==> src/rtl/core/fbfl_pkg.sv <==
// Shared types, constants and codes of the fixed block free list allocator.
package fbfl_pkg;

  localparam int MAX_BLOCKS = 256;
  localparam int IDX_W      = $clog2(MAX_BLOCKS);
  localparam int CNT_W      = $clog2(MAX_BLOCKS + 1);

  localparam int OP_W    = 1;
  localparam int BIDX_W  = 8;
  localparam int NB_W    = 9;
  localparam int SIZE_W  = 17;
  localparam int CFG_W   = 17;
  localparam int BYTES_W = 25;
  localparam int PROD_W  = CNT_W + SIZE_W;

  localparam int SIZE_MAX         = 65536;
  localparam int RESET_NUM_BLOCKS = 256;
  localparam int RESET_BLOCK_SIZE = 64;
  localparam int RESET_COUNT      = (RESET_NUM_BLOCKS > MAX_BLOCKS) ? MAX_BLOCKS
                                                                    : RESET_NUM_BLOCKS;
  localparam logic [BYTES_W-1:0] BYTES_SAT = {BYTES_W{1'b1}};

  localparam logic [0:0] REG_NUM_BLOCKS = 1'b0;
  localparam logic [0:0] REG_BLOCK_SIZE = 1'b1;

  localparam logic [OP_W-1:0] OP_ALLOC   = 1'b0;
  localparam logic [OP_W-1:0] OP_RELEASE = 1'b1;

  typedef enum logic [1:0] {
    ST_OK    = 2'd0,
    ST_RANGE = 2'd1,
    ST_FULL  = 2'd2,
    ST_EMPTY = 2'd3
  } status_t;

  typedef struct packed {
    logic [OP_W-1:0]   op;
    logic [BIDX_W-1:0] idx;
  } list_req_t;

  typedef struct packed {
    status_t            status;
    logic [IDX_W-1:0]   granted;
    logic [CNT_W-1:0]   free_count;
  } list_res_t;

endpackage

==> src/rtl/core/fbfl_ram.sv <==
// Generic single-clock RAM, one write port and one registered read port.
module fbfl_ram #(
  parameter int WIDTH = 8,
  parameter int DEPTH = 256
) (
  input  logic                     clk,
  input  logic                     we,
  input  logic [$clog2(DEPTH)-1:0] waddr,
  input  logic [WIDTH-1:0]         wdata,
  input  logic                     re,
  input  logic [$clog2(DEPTH)-1:0] raddr,
  output logic [WIDTH-1:0]         rdata
);

  logic [WIDTH-1:0] mem [DEPTH];

  always_ff @(posedge clk) begin
    if (we) begin
      mem[waddr] <= wdata;
    end
    if (re) begin
      rdata <= mem[raddr];
    end
  end

endmodule

==> src/rtl/core/fbfl_list.sv <==
// Free list sequencer: head, free count, link memory with per-entry valid bits.
module fbfl_list (
  input  logic                       clk,
  input  logic                       rst,
  input  logic                       rebuild,
  input  logic                       start,
  input  fbfl_pkg::list_req_t        req,
  input  logic [fbfl_pkg::CNT_W-1:0] nb,
  output logic                       idle,
  output logic                       res_valid,
  output fbfl_pkg::list_res_t        res
);

  typedef enum logic {IDLE, FETCH} state_t;

  state_t                                state;
  logic [fbfl_pkg::IDX_W-1:0]            head;
  logic [fbfl_pkg::IDX_W-1:0]            granted;
  logic [fbfl_pkg::CNT_W-1:0]            count;
  logic [fbfl_pkg::MAX_BLOCKS-1:0]       valid;
  logic                                  rd_vbit;
  logic [fbfl_pkg::IDX_W-1:0]            rdata;
  logic [fbfl_pkg::IDX_W-1:0]            widx;
  logic [fbfl_pkg::IDX_W-1:0]            seq_next;
  logic                                  is_alloc;
  logic                                  in_range;
  logic                                  push;
  logic                                  pop;

  assign is_alloc = (req.op == fbfl_pkg::OP_ALLOC);
  assign in_range = (32'(req.idx) < 32'(nb));
  assign widx     = fbfl_pkg::IDX_W'(req.idx);
  assign pop      = start && (state == IDLE) && is_alloc && (count != '0);
  assign push     = start && (state == IDLE) && !is_alloc && in_range && (count < nb);
  assign idle     = (state == IDLE);

  // untouched entries (valid bit clear) follow the initial chain i -> i+1, wrapping to 0
  assign seq_next = (granted == fbfl_pkg::IDX_W'(fbfl_pkg::MAX_BLOCKS - 1)) ? '0
                                                                           : granted + 1'b1;

  // reads happen only for a pop and writes only for a push, never in the same item
  fbfl_ram #(
    .WIDTH(fbfl_pkg::IDX_W),
    .DEPTH(fbfl_pkg::MAX_BLOCKS)
  ) u_link (
    .clk  (clk),
    .we   (push),
    .waddr(widx),
    .wdata(head),
    .re   (pop),
    .raddr(head),
    .rdata(rdata)
  );

  always_ff @(posedge clk) begin
    if (rst) begin
      state     <= IDLE;
      head      <= '0;
      count     <= fbfl_pkg::CNT_W'(fbfl_pkg::RESET_COUNT);
      valid     <= '0;
      res_valid <= 1'b0;
    end else if (rebuild) begin
      state     <= IDLE;
      head      <= '0;
      count     <= nb;
      valid     <= '0;
      res_valid <= 1'b0;
    end else begin
      res_valid <= 1'b0;
      unique case (state)
        IDLE: begin
          if (start) begin
            if (is_alloc) begin
              if (count == '0) begin
                res_valid      <= 1'b1;
                res.status     <= fbfl_pkg::ST_EMPTY;
                res.granted    <= '0;
                res.free_count <= count;
              end else begin
                granted <= head;
                rd_vbit <= valid[head];
                count   <= count - 1'b1;
                state   <= FETCH;
              end
            end else begin
              res_valid   <= 1'b1;
              res.granted <= '0;
              priority if (!in_range) begin
                res.status     <= fbfl_pkg::ST_RANGE;
                res.free_count <= count;
              end else if (count >= nb) begin
                res.status     <= fbfl_pkg::ST_FULL;
                res.free_count <= count;
              end else begin
                valid[widx]    <= 1'b1;
                head           <= widx;
                count          <= count + 1'b1;
                res.status     <= fbfl_pkg::ST_OK;
                res.free_count <= count + 1'b1;
              end
            end
          end
        end
        FETCH: begin
          head           <= rd_vbit ? rdata : seq_next;
          res_valid      <= 1'b1;
          res.status     <= fbfl_pkg::ST_OK;
          res.granted    <= granted;
          res.free_count <= count;
          state          <= IDLE;
        end
        default: state <= IDLE;
      endcase
    end
  end

endmodule

==> src/rtl/core/fixed_block_free_list_allocator_unit.sv <==
// Top level of the fixed block free list allocator: config, byte totals, output stage.
//
// Usage:
//   Requests enter on the s_ channel (operation in s_tuser, block index in s_tdata).
//   Each transaction yields exactly one result on the m_ channel with status, the
//   granted block, free count and used/free byte totals.
//   Allocate: accept to m_tvalid through the link memory read, the sequencer result
//   register, the multiply stage and the output register. Release: the same path
//   without the link memory read. s_tready returns only once the previous result
//   has left the multiply stage; the next head comes from the registered link
//   memory read, or from the i -> i+1 chain for an entry never written.
//   Configuration writes (cfg_we/cfg_index/cfg_data) must be made by the user while
//   the block is idle; the block does not enforce this. Each drops s_tready and
//   rebuilds the free list in the cycle after it. Reset restores 256 blocks of 64
//   bytes, all free, rebuilt at once via per-entry valid bits with no clearing pass.
//   When m_tready is low the result holds in the output register, one more result
//   can wait in the multiply stage and s_tready drops until space frees up.
module fixed_block_free_list_allocator_unit (
  input  logic        clk,
  input  logic        rst,
  input  logic        s_tvalid,
  output logic        s_tready,
  input  logic [7:0]  s_tdata,   // [7:0] block_index
  input  logic [0:0]  s_tuser,   // [0] operation
  output logic        m_tvalid,
  input  logic        m_tready,
  output logic [71:0] m_tdata,   // status, granted_index, free_count, used_bytes, free_bytes
  input  logic        cfg_we,
  input  logic [0:0]  cfg_index,
  input  logic [16:0] cfg_data
);

  logic [fbfl_pkg::NB_W-1:0]    num_blocks;
  logic [fbfl_pkg::SIZE_W-1:0]  block_size;
  logic                         rebuild;
  logic [fbfl_pkg::CNT_W-1:0]   nb;
  logic [fbfl_pkg::SIZE_W-1:0]  size_eff;

  logic                         list_idle;
  logic                         list_res_valid;
  fbfl_pkg::list_res_t          list_res;
  fbfl_pkg::list_req_t          req;
  logic                         accept;

  logic                         m_valid;
  fbfl_pkg::status_t            m_status;
  logic [fbfl_pkg::IDX_W-1:0]   m_granted;
  logic [fbfl_pkg::CNT_W-1:0]   m_free;
  logic [fbfl_pkg::CNT_W-1:0]   m_used;
  logic                         m_move;

  logic [fbfl_pkg::PROD_W-1:0]  used_prod;
  logic [fbfl_pkg::PROD_W-1:0]  free_prod;
  logic [fbfl_pkg::BYTES_W-1:0] used_sat;
  logic [fbfl_pkg::BYTES_W-1:0] free_sat;

  logic                         o_valid;
  fbfl_pkg::status_t            o_status;
  logic [7:0]                   o_granted;
  logic [8:0]                   o_free;
  logic [fbfl_pkg::BYTES_W-1:0] o_used_bytes;
  logic [fbfl_pkg::BYTES_W-1:0] o_free_bytes;

  always_comb begin
    if (num_blocks == '0) begin
      nb = fbfl_pkg::CNT_W'(1);
    end else if (32'(num_blocks) > fbfl_pkg::MAX_BLOCKS) begin
      nb = fbfl_pkg::CNT_W'(fbfl_pkg::MAX_BLOCKS);
    end else begin
      nb = fbfl_pkg::CNT_W'(num_blocks);
    end
  end

  assign size_eff = (32'(block_size) > fbfl_pkg::SIZE_MAX) ?
                    fbfl_pkg::SIZE_W'(fbfl_pkg::SIZE_MAX) : block_size;

  always_ff @(posedge clk) begin
    if (rst) begin
      num_blocks <= fbfl_pkg::NB_W'(fbfl_pkg::RESET_NUM_BLOCKS);
      block_size <= fbfl_pkg::SIZE_W'(fbfl_pkg::RESET_BLOCK_SIZE);
      rebuild    <= 1'b0;
    end else begin
      rebuild <= cfg_we;
      if (cfg_we) begin
        unique case (cfg_index)
          fbfl_pkg::REG_NUM_BLOCKS: num_blocks <= cfg_data[fbfl_pkg::NB_W-1:0];
          fbfl_pkg::REG_BLOCK_SIZE: block_size <= cfg_data[fbfl_pkg::SIZE_W-1:0];
        endcase
      end
    end
  end

  assign s_tready = list_idle && !list_res_valid && !m_valid && !rebuild;
  assign accept   = s_tvalid && s_tready;
  assign req.op   = s_tuser;
  assign req.idx  = s_tdata;

  fbfl_list u_list (
    .clk      (clk),
    .rst      (rst),
    .rebuild  (rebuild),
    .start    (accept),
    .req      (req),
    .nb       (nb),
    .idle     (list_idle),
    .res_valid(list_res_valid),
    .res      (list_res)
  );

  assign m_move    = m_valid && (!o_valid || m_tready);
  assign used_prod = fbfl_pkg::PROD_W'(m_used) * fbfl_pkg::PROD_W'(size_eff);
  assign free_prod = fbfl_pkg::PROD_W'(m_free) * fbfl_pkg::PROD_W'(size_eff);
  assign used_sat  = (used_prod > fbfl_pkg::PROD_W'(fbfl_pkg::BYTES_SAT)) ?
                     fbfl_pkg::BYTES_SAT : used_prod[fbfl_pkg::BYTES_W-1:0];
  assign free_sat  = (free_prod > fbfl_pkg::PROD_W'(fbfl_pkg::BYTES_SAT)) ?
                     fbfl_pkg::BYTES_SAT : free_prod[fbfl_pkg::BYTES_W-1:0];

  always_ff @(posedge clk) begin
    if (rst) begin
      m_valid <= 1'b0;
      o_valid <= 1'b0;
    end else begin
      if (list_res_valid) begin
        m_valid   <= 1'b1;
        m_status  <= list_res.status;
        m_granted <= list_res.granted;
        m_free    <= list_res.free_count;
        m_used    <= (nb >= list_res.free_count) ? nb - list_res.free_count : '0;
      end else if (m_move) begin
        m_valid <= 1'b0;
      end
      if (m_move) begin
        o_valid      <= 1'b1;
        o_status     <= m_status;
        o_granted    <= 8'(m_granted);
        o_free       <= 9'(m_free);
        o_used_bytes <= used_sat;
        o_free_bytes <= free_sat;
      end else if (m_tready) begin
        o_valid <= 1'b0;
      end
    end
  end

  assign m_tvalid = o_valid;
  assign m_tdata  = {3'b000, o_free_bytes, o_used_bytes, o_free, o_granted, o_status};

  // the sequencer never hands a result to a full multiply stage
  assert property (@(posedge clk) disable iff (rst) list_res_valid |-> !m_valid)
    else $error("list result overran the multiply stage");

  // a failed item never reports a granted block
  assert property (@(posedge clk) disable iff (rst)
    (m_valid && (m_status != fbfl_pkg::ST_OK)) |-> (m_granted == '0))
    else $error("granted index set on a failed item");

  // an accepted request always pulls s_tready low behind it
  assert property (@(posedge clk) disable iff (rst) accept |=> !s_tready)
    else $error("request accepted while the previous one is in flight");

endmodule

==> config.mk <==
export PLATFORM = sky130hd
export DESIGN_NAME = fixed_block_free_list_allocator_unit
export DESIGN_NICKNAME = d
export VERILOG_FILES = /design/src/rtl/core/fbfl_pkg.sv /design/src/rtl/core/fbfl_ram.sv /design/src/rtl/core/fbfl_list.sv /design/src/rtl/core/fixed_block_free_list_allocator_unit.sv
export SDC_FILE = /design/constraint.sdc
export NUM_CORES = 2
export LEC_CHECK = 0
export BUFFER_PORTS_ARGS = -buffer_cell sky130_fd_sc_hd__buf_4
export CAP_MARGIN = 20
export CORE_ASPECT_RATIO = 1.25
export CORE_UTILIZATION = 40
export DETAILED_ROUTE_END_ITERATION = 6
export GPL_TIMING_DRIVEN = 0
export HOLD_SLACK_MARGIN = 0.06
export PLACE_DENSITY_LB_ADDON = 0.05
export SYNTH_ARGS = -nofsm -noshare
export SYNTH_HDL_FRONTEND = slang
export SYNTH_SLANG_ARGS = --single-unit
==> constraint.sdc <==
create_clock -name clk -period 9.6 [get_ports clk]
set_input_delay 0.48 -clock clk [delete_from_list [all_inputs] [get_ports clk]]
set_output_delay 0.48 -clock clk [all_outputs]
set_load 0.1 [all_outputs]
## After elaboration in Yosys (flattened, before gate mapping)

Memory sizes are Yosys's and may differ from the RTL's. A register that Yosys moved wholly into a read port is not among the register bits.
Index checks and enable logic that the tools add are counted.
Widths: inputs -> output; s select.

- $add $sub $neg: 4
- Multiply operators: 2
- Order comparisons: 11
- Equality and inequality tests: 8
- Multiplexer cells: 41
- Bitwise logic cells: 8
- Reductions and logical operators: 33

Operators by type and width:

| cell | number |
|---|---|
| $or 256x256->256 | 1 |
| $mux 9 | 9 |
| $mux 19 | 3 |
| $gt 26x25->1 const B | 2 |
| $mul 9x17->26 | 2 |
| $mux 8 | 6 |
| $pmux 19 s2 | 1 |
| $ge 9x9->1 | 2 |
| $logic_not 9->1 | 2 |
| $lt 8x9->1 const B | 2 |
| $gt 17x17->1 const B | 1 |
| $mux 17 | 1 |
| $pmux 8 s2 | 1 |
| $mux 1 | 14 |
| $logic_and 1x1->1 | 12 |
| $add 9x1->9 const B | 1 |
| $gt 9x9->1 const B | 1 |
| $lt 8x9->1 | 1 |
| $lt 9x9->1 | 1 |
| $reduce_bool 9->1 | 1 |
| $sub 9x1->9 const B | 1 |
| $sub 9x9->9 | 1 |
| $add 8x1->8 const B | 1 |
| $bmux 1 s8 | 1 |
| 19 further kinds | 39 |

- Register bits: 429
- RAM bits: 2048
- Bits of input ports: 32
- Word-level logic and storage cells: 132
- Memories kept: 1

Memories:

| memory | depth | bits a word | read ports | clocked after memory_dff | write ports | RTL line | RTL |
|---|---|---|---|---|---|---|---|
| u_list.u_link.mem | 256 | 8 | 1 | 1 | 1 | fbfl_ram.sv:15 | `logic [WIDTH-1:0] mem [DEPTH];` |

## Longest topological paths before layout

- Depth in word-level cells: 11
- Gate-level depth with buffers: 26

## By module

From an unflattened synthesis, not the netlist that was laid out.

- Cell total of the unflattened synthesis: 6681
- Area total of the unflattened synthesis: 107813.4 µm²

Modules (own cells, without submodules):

| module | times used | cells each | area each (µm²) | sequential area each (µm²) |
|---|---|---|---|---|
| fbfl_ram | 1 | 3733 | 79636.4 | 61739.2 |
| fixed_block_free_list_allocator_unit | 1 | 1520 | 14515.2 | 3493.4 |
| fbfl_list | 1 | 1428 | 13661.9 | 6346.1 |

## Worst setup path after synthesis

OpenSTA, ideal clock, no wires.

- Path type: register to register
- Start point: register u_list.head[0] in the netlist's numbering
- End point: register u_list.rd_vbit (data pin)
- Arrival time: 6193 ps
- Slack: 2961 ps
- Cell stages (with the launch flop): 12
- Path buffers: 5
- Period minus slack after synthesis: 6639 ps
- Path through: dfxtp_1 -> buf_2 -> buf_6 -> buf_6 -> buf_2 -> buf_2 -> mux4_2 -> mux2_2 -> o211ai_1 -> o21ai_0 -> nor4_1 -> a211oi_1

- Longest elaborated chain between the ends: 2

Ends and longest elaborated chain:

| element | RTL line | RTL |
|---|---|---|
| start: declaration | fbfl_list.sv:17 | `logic [fbfl_pkg::IDX_W-1:0] head;` |
| start signal: assignment | fbfl_list.sv:96 | `head <= widx;` |
| start signal: assignment | fbfl_list.sv:105 | `head <= rd_vbit ? rdata : seq_next;` |
| $bmux 1 s8 | fbfl_list.sv:81 | `rd_vbit <= valid[head];` |
| $mux 1 (not written as such) | fbfl_list.sv:81 |  |
| end signal: assignment | fbfl_list.sv:81 |  |
| end: declaration | fbfl_list.sv:21 | `logic rd_vbit;` |

Every way passes these cells. The select of a mux whose other input is x is not followed.
A chain may end at the register's enable or synchronous reset.

## Worst setup path after layout

- Start point: register block_size[4] in the netlist's numbering
- End point: register o_used_bytes[21] in the netlist's numbering (data pin)

- Longest elaborated chain between the ends: 4

Ends and longest elaborated chain:

| element | RTL line | RTL |
|---|---|---|
| start: declaration | fixed_block_free_list_allocator_unit.sv:34 | `logic [fbfl_pkg::SIZE_W-1:0] block_size;` |
| start signal: assignment | fixed_block_free_list_allocator_unit.sv:80 | `block_size <= fbfl_pkg::SIZE_W'(fbfl_pkg::RESET_BLOCK_SIZE);` |
| start signal: assignment | fixed_block_free_list_allocator_unit.sv:87 | `fbfl_pkg::REG_BLOCK_SIZE: block_size <= cfg_data[fbfl_pkg::SIZE_W-1:0];` |
| $gt 17x17->1 | fixed_block_free_list_allocator_unit.sv:74 | `assign size_eff = (32'(block_size) > fbfl_pkg::SIZE_MAX) ?` |
| $mux 17 (*) | fixed_block_free_list_allocator_unit.sv:74 |  |
| $mul 9x17->26 (*) | fixed_block_free_list_allocator_unit.sv:111 | `assign used_prod = fbfl_pkg::PROD_W'(m_used) * fbfl_pkg::PROD_W'(size_eff);` |
| $gt 26x25->1 | fixed_block_free_list_allocator_unit.sv:113 | `assign used_sat = (used_prod > fbfl_pkg::PROD_W'(fbfl_pkg::BYTES_SAT)) ?` |
| end signal: assignment | fixed_block_free_list_allocator_unit.sv:137 | `o_used_bytes <= used_sat;` |
| end: declaration | fixed_block_free_list_allocator_unit.sv:61 | `logic [fbfl_pkg::BYTES_W-1:0] o_used_bytes;` |

Every way passes the cells marked *; elsewhere a longest branch is shown, timed or not.

==> summary.md <==
| Metric | Value |
|---|---|
| Max stage delay cell, worst path | clkbuf_1 |
| Slew Viols, Final | 0 |
| Via-to-Cell Ratio | 5.69 |
| Buffers on Ports | 100 |
| # DRC | 0 |
| Top FF cell, synth | edfxtp_1 |
| P_leak | 37.6 nW |
| Power Total | 23.8 mW |
| Power Density | 195 nW/um2 |
| Drt total wl | 350000 um |
| Top Layer Used | met4 |
| Post-DRT Antenna Nets | 0 |
| DIE AREA | 268000 um2 |
| Sequential share of the synthesized area | 67.3% |
| TritonCTS Buffers | 269 |
| PostCTS Resize Cnt | 0 |
| Critical Path RT | 10.16 ns |
| Gate Count Post-Synth | 6148 |
| RSZ-0062 raised after global routing | false |
| FFs w/ async S/R, synth | 0% |
| Setup CP Type | flop to flop |
| Area growth from synthesis to layout | 14.4% |
| Final Hold Vio Count | 0 |
| Status | completed |
| Clk_skew | 0.0527 ns |
| Worst skew pair latency | 0.87 ns |
| Final std cells w/o fill | 10300 |
| Crit path from | block_size[4]$_SDFFE_PP0P_ |
| Worst Reg-to-Reg Cells | 24 |
| Vias | 58800 |
| Chip Width | 463 um |
| Final setup violating endpoints | 0 |
| Max Cap Viol | 0 |
| Maximum root-to-sink buffer count | 4 |
| Synth warnings | 0 |
| Critical Path Fanout Max | 10 |
| Worst-Margin Slew | 1.29 ns |
| Post-Syn Area | 106000 um2 |
| First-pass GRT wire length | 483000 um |
| Vias in the first global route | 60700 |
| Clock Sinks | 2485 |
| Worst slew margin | 13.8% |
| Synth area leaders | edfxtp_1 62%, mux4_2 15%, dfxtp_1 5.7% |
| Htree depth | 5 |
| WHS Path Cells | 4 |
| Initial antenna violation count | 11 |
| Final net count | 6997 |
| Layout cell share with drive strength beyond 1 | 21.0% |
| Syn avg cell area | 17.3 um2 |
| M1 WL | 136000 um |
| Yosys reg bits | 2485 |
| DR pass1 iterations | 7 |
| GRT Residual Overflow | 0 |
| Yosys top cell area share | 61.6% |
| Die height | 578 um |
| HP Class | input pin to flop |
| Worst hold start | cfg_index |
| Detail Route met3 WL | 18300 um |
| # IOs | 106 |
| Final period utilization | 89.8% |
| Worst Path Arrival | 9.18 ns |
| Min Tclk post-route | 8.62 ns |
| Worst Setup Start Kind | flop |
| Core ar. | 264000 um2 |
| Iter 0 DRT Violations | 5479 |
| WL met2 | 179000 um |
| Maximum VDD drop | 0.194 mV |
| Inst Count DP | 9853 |
| Reg2reg start | block_size[4]$_SDFFE_PP0P_ |
| Cell Rows | 211 |
| Worst Setup Slack, final | 0.979 ns |
| HPWL Detailed | 247000 um |
| Fmax | 116 MHz |
| CP peak stage delay | 0.82 ns |
| Clock transition at the registers of the reported paths | 0.06 ns |
| Dominant cell type by area after synthesis | edfxtp_1 |
| GR Util All Layers | 26.0% |
| Worst-path cell chain | nor4_1 > a41oi_1 > nor2b_1 > buf_6 > clkbuf_1 > and2_1 > fa_1 > fa_1 > fa_1 > inv_1 > fa_1 > inv_1 > ha_1 > clkbuf_1 > a211o_1 > o221ai_1 > o21bai_1 > a21oi_1 > o2111ai_1 > a31oi_1 > nor3b_1 > buf_2 > clkbuf_1 > nand4_1 |
| Number of synthesized flops with an enable pin | 2181 |
| Initial Util | 40.2% |
| Count of cell types in the netlist | 62 |
| Largest net degree at the start of global routing | 97 |
| CTS tree | done |
| WL per Instance | 33.9 um |
| CP most frequent cell | fa_1 |
| CTS root buf | clkbuf_16 |
| Routability Congestion | 0.927 |
| Worst slack, placed | 0.880 ns |
| CP Capture Type | flop |
[final cells by class]
class | count | area, um2
antenna | 6 | 15.0
buffer | 373 | 1650
clock buffer | 353 | 7330
clock inverter | 107 | 855
fill | 22800 | 143000
inverter | 300 | 1130
multi-input combinational | 2992 | 32000
sequential | 2485 | 71600
tap | 3514 | 4400
timing repair buffer | 210 | 2580
[path summary, 6_finish.rpt]
kind | end | slack (ns)
min | block_size[3]$_SDFFE_PP0P_ | 0.13
max | o_used_bytes[21]$_SDFFCE_PN1P_ | 0.98
max reg2reg | o_used_bytes[21]$_SDFFCE_PN1P_ | 0.98
min reg2reg | o_granted[3]$_DFFE_PP_ | 0.42
[per-layer routing]
metal,up-vias,track usage [%]
met5,-,0
met1,31700,32.1
met2,2011,45.7
met3,548,3.69
li1,24500,-
met4,0,11.1
[state kept, by name, indices dropped and copies added, names as in the netlist, 2 cells and up]
name,flops
o_status,2
u_list.u_link.rdata,8
o_free_bytes,25
m_free,9
m_granted,8
o_used_bytes,25
num_blocks,9
o_free,9
m_used,9
block_size,17
u_list.count,9
u_list.head,8
u_list.res,19
m_status,2
u_list.granted,8
o_granted,8
u_list.valid,256
u_list.u_link.mem,2048
[logic make-up (layout without fill, tap and decap cells)]
kind of cell,Yosys count,in the layout,synth area share (%)
multiplexers,776,776,15.9
AND/OR/NAND/NOR,1259,1259,5.29
AO/OA/AOI/OAI,572,572,3.12
buffers and inverters,673,1343,2.56
adder cells (fa/ha/maj),334,334,5.44
XOR/XNOR,48,48,0.396
flip-flops,2485,2485,67.3
other,1,9,0.00353
[cells in the final DEF (no fill, tap or decap), types with 121 or more instances in the layout]
cell type	Yosys	layout
nor2_1	313	312
ha_1	121	121
nand2_1	570	570
clkbuf_1	257	281
mux4_2	725	725
dfxtp_1	304	296
o21ai_0	296	296
clkbuf_16	0	278
edfxtp_1	2181	2181
inv_1	299	299
fa_1	213	213
and2_1	172	172
[power breakdown]
part	switching (mW)	leakage [nW]	internal [mW]
Clock	4.29	4.02	5.70
Combinational	1.25	13.0	0.655
Sequential	0.0577	20.6	11.8
Total	5.60	37.6	18.1
[what timing repair did]
item                      CTS  global route
hold endpoints to repair   29             0
buffers inserted            0             0
hold buffers               19             0
[cell usage after synthesis, types with 17 or more instances]
cell,instances
o21a_1,17
nor2_1,313
a21o_1,20
edfxtp_1,2181
nand3_1,39
ha_1,121
mux2i_1,40
nor3_1,17
a211oi_1,38
and2_1,172
nand2b_1,26
xnor2_1,27
xor2_1,21
dfxtp_1,304
buf_2,63
nor2b_1,66
fa_1,213
buf_1,30
clkbuf_1,257
nand2_1,570
a21oi_1,116
o21ai_0,296
inv_1,299
mux4_2,725
[per-stage QoR]
step           setup TNS, ns  hold WS [ns]  instance area, um2  util, %
2_1_floorplan              0         0.400              106000        -
3_3_place_gp          -58.32         0.409              111000     42.2
3_5_place_dp               0         0.406              113000     42.8
4_1_cts                    0        0.0876              122000     46.0
5_1_grt                    0         0.168              122000     46.0
6_report                   0         0.133              122000     46.0
[worst max-delay path: cells and delay by family, from the launching register on]
family	cells	cell delay [ns]
AOI/OAI and AO/OA	7	1.66
adders and majority gates	5	2.22
buffers and inverters	7	2.10
DFF	1	0.33
and+or+nand+nor	5	2.00
Power figures use the tool's default switching activity.
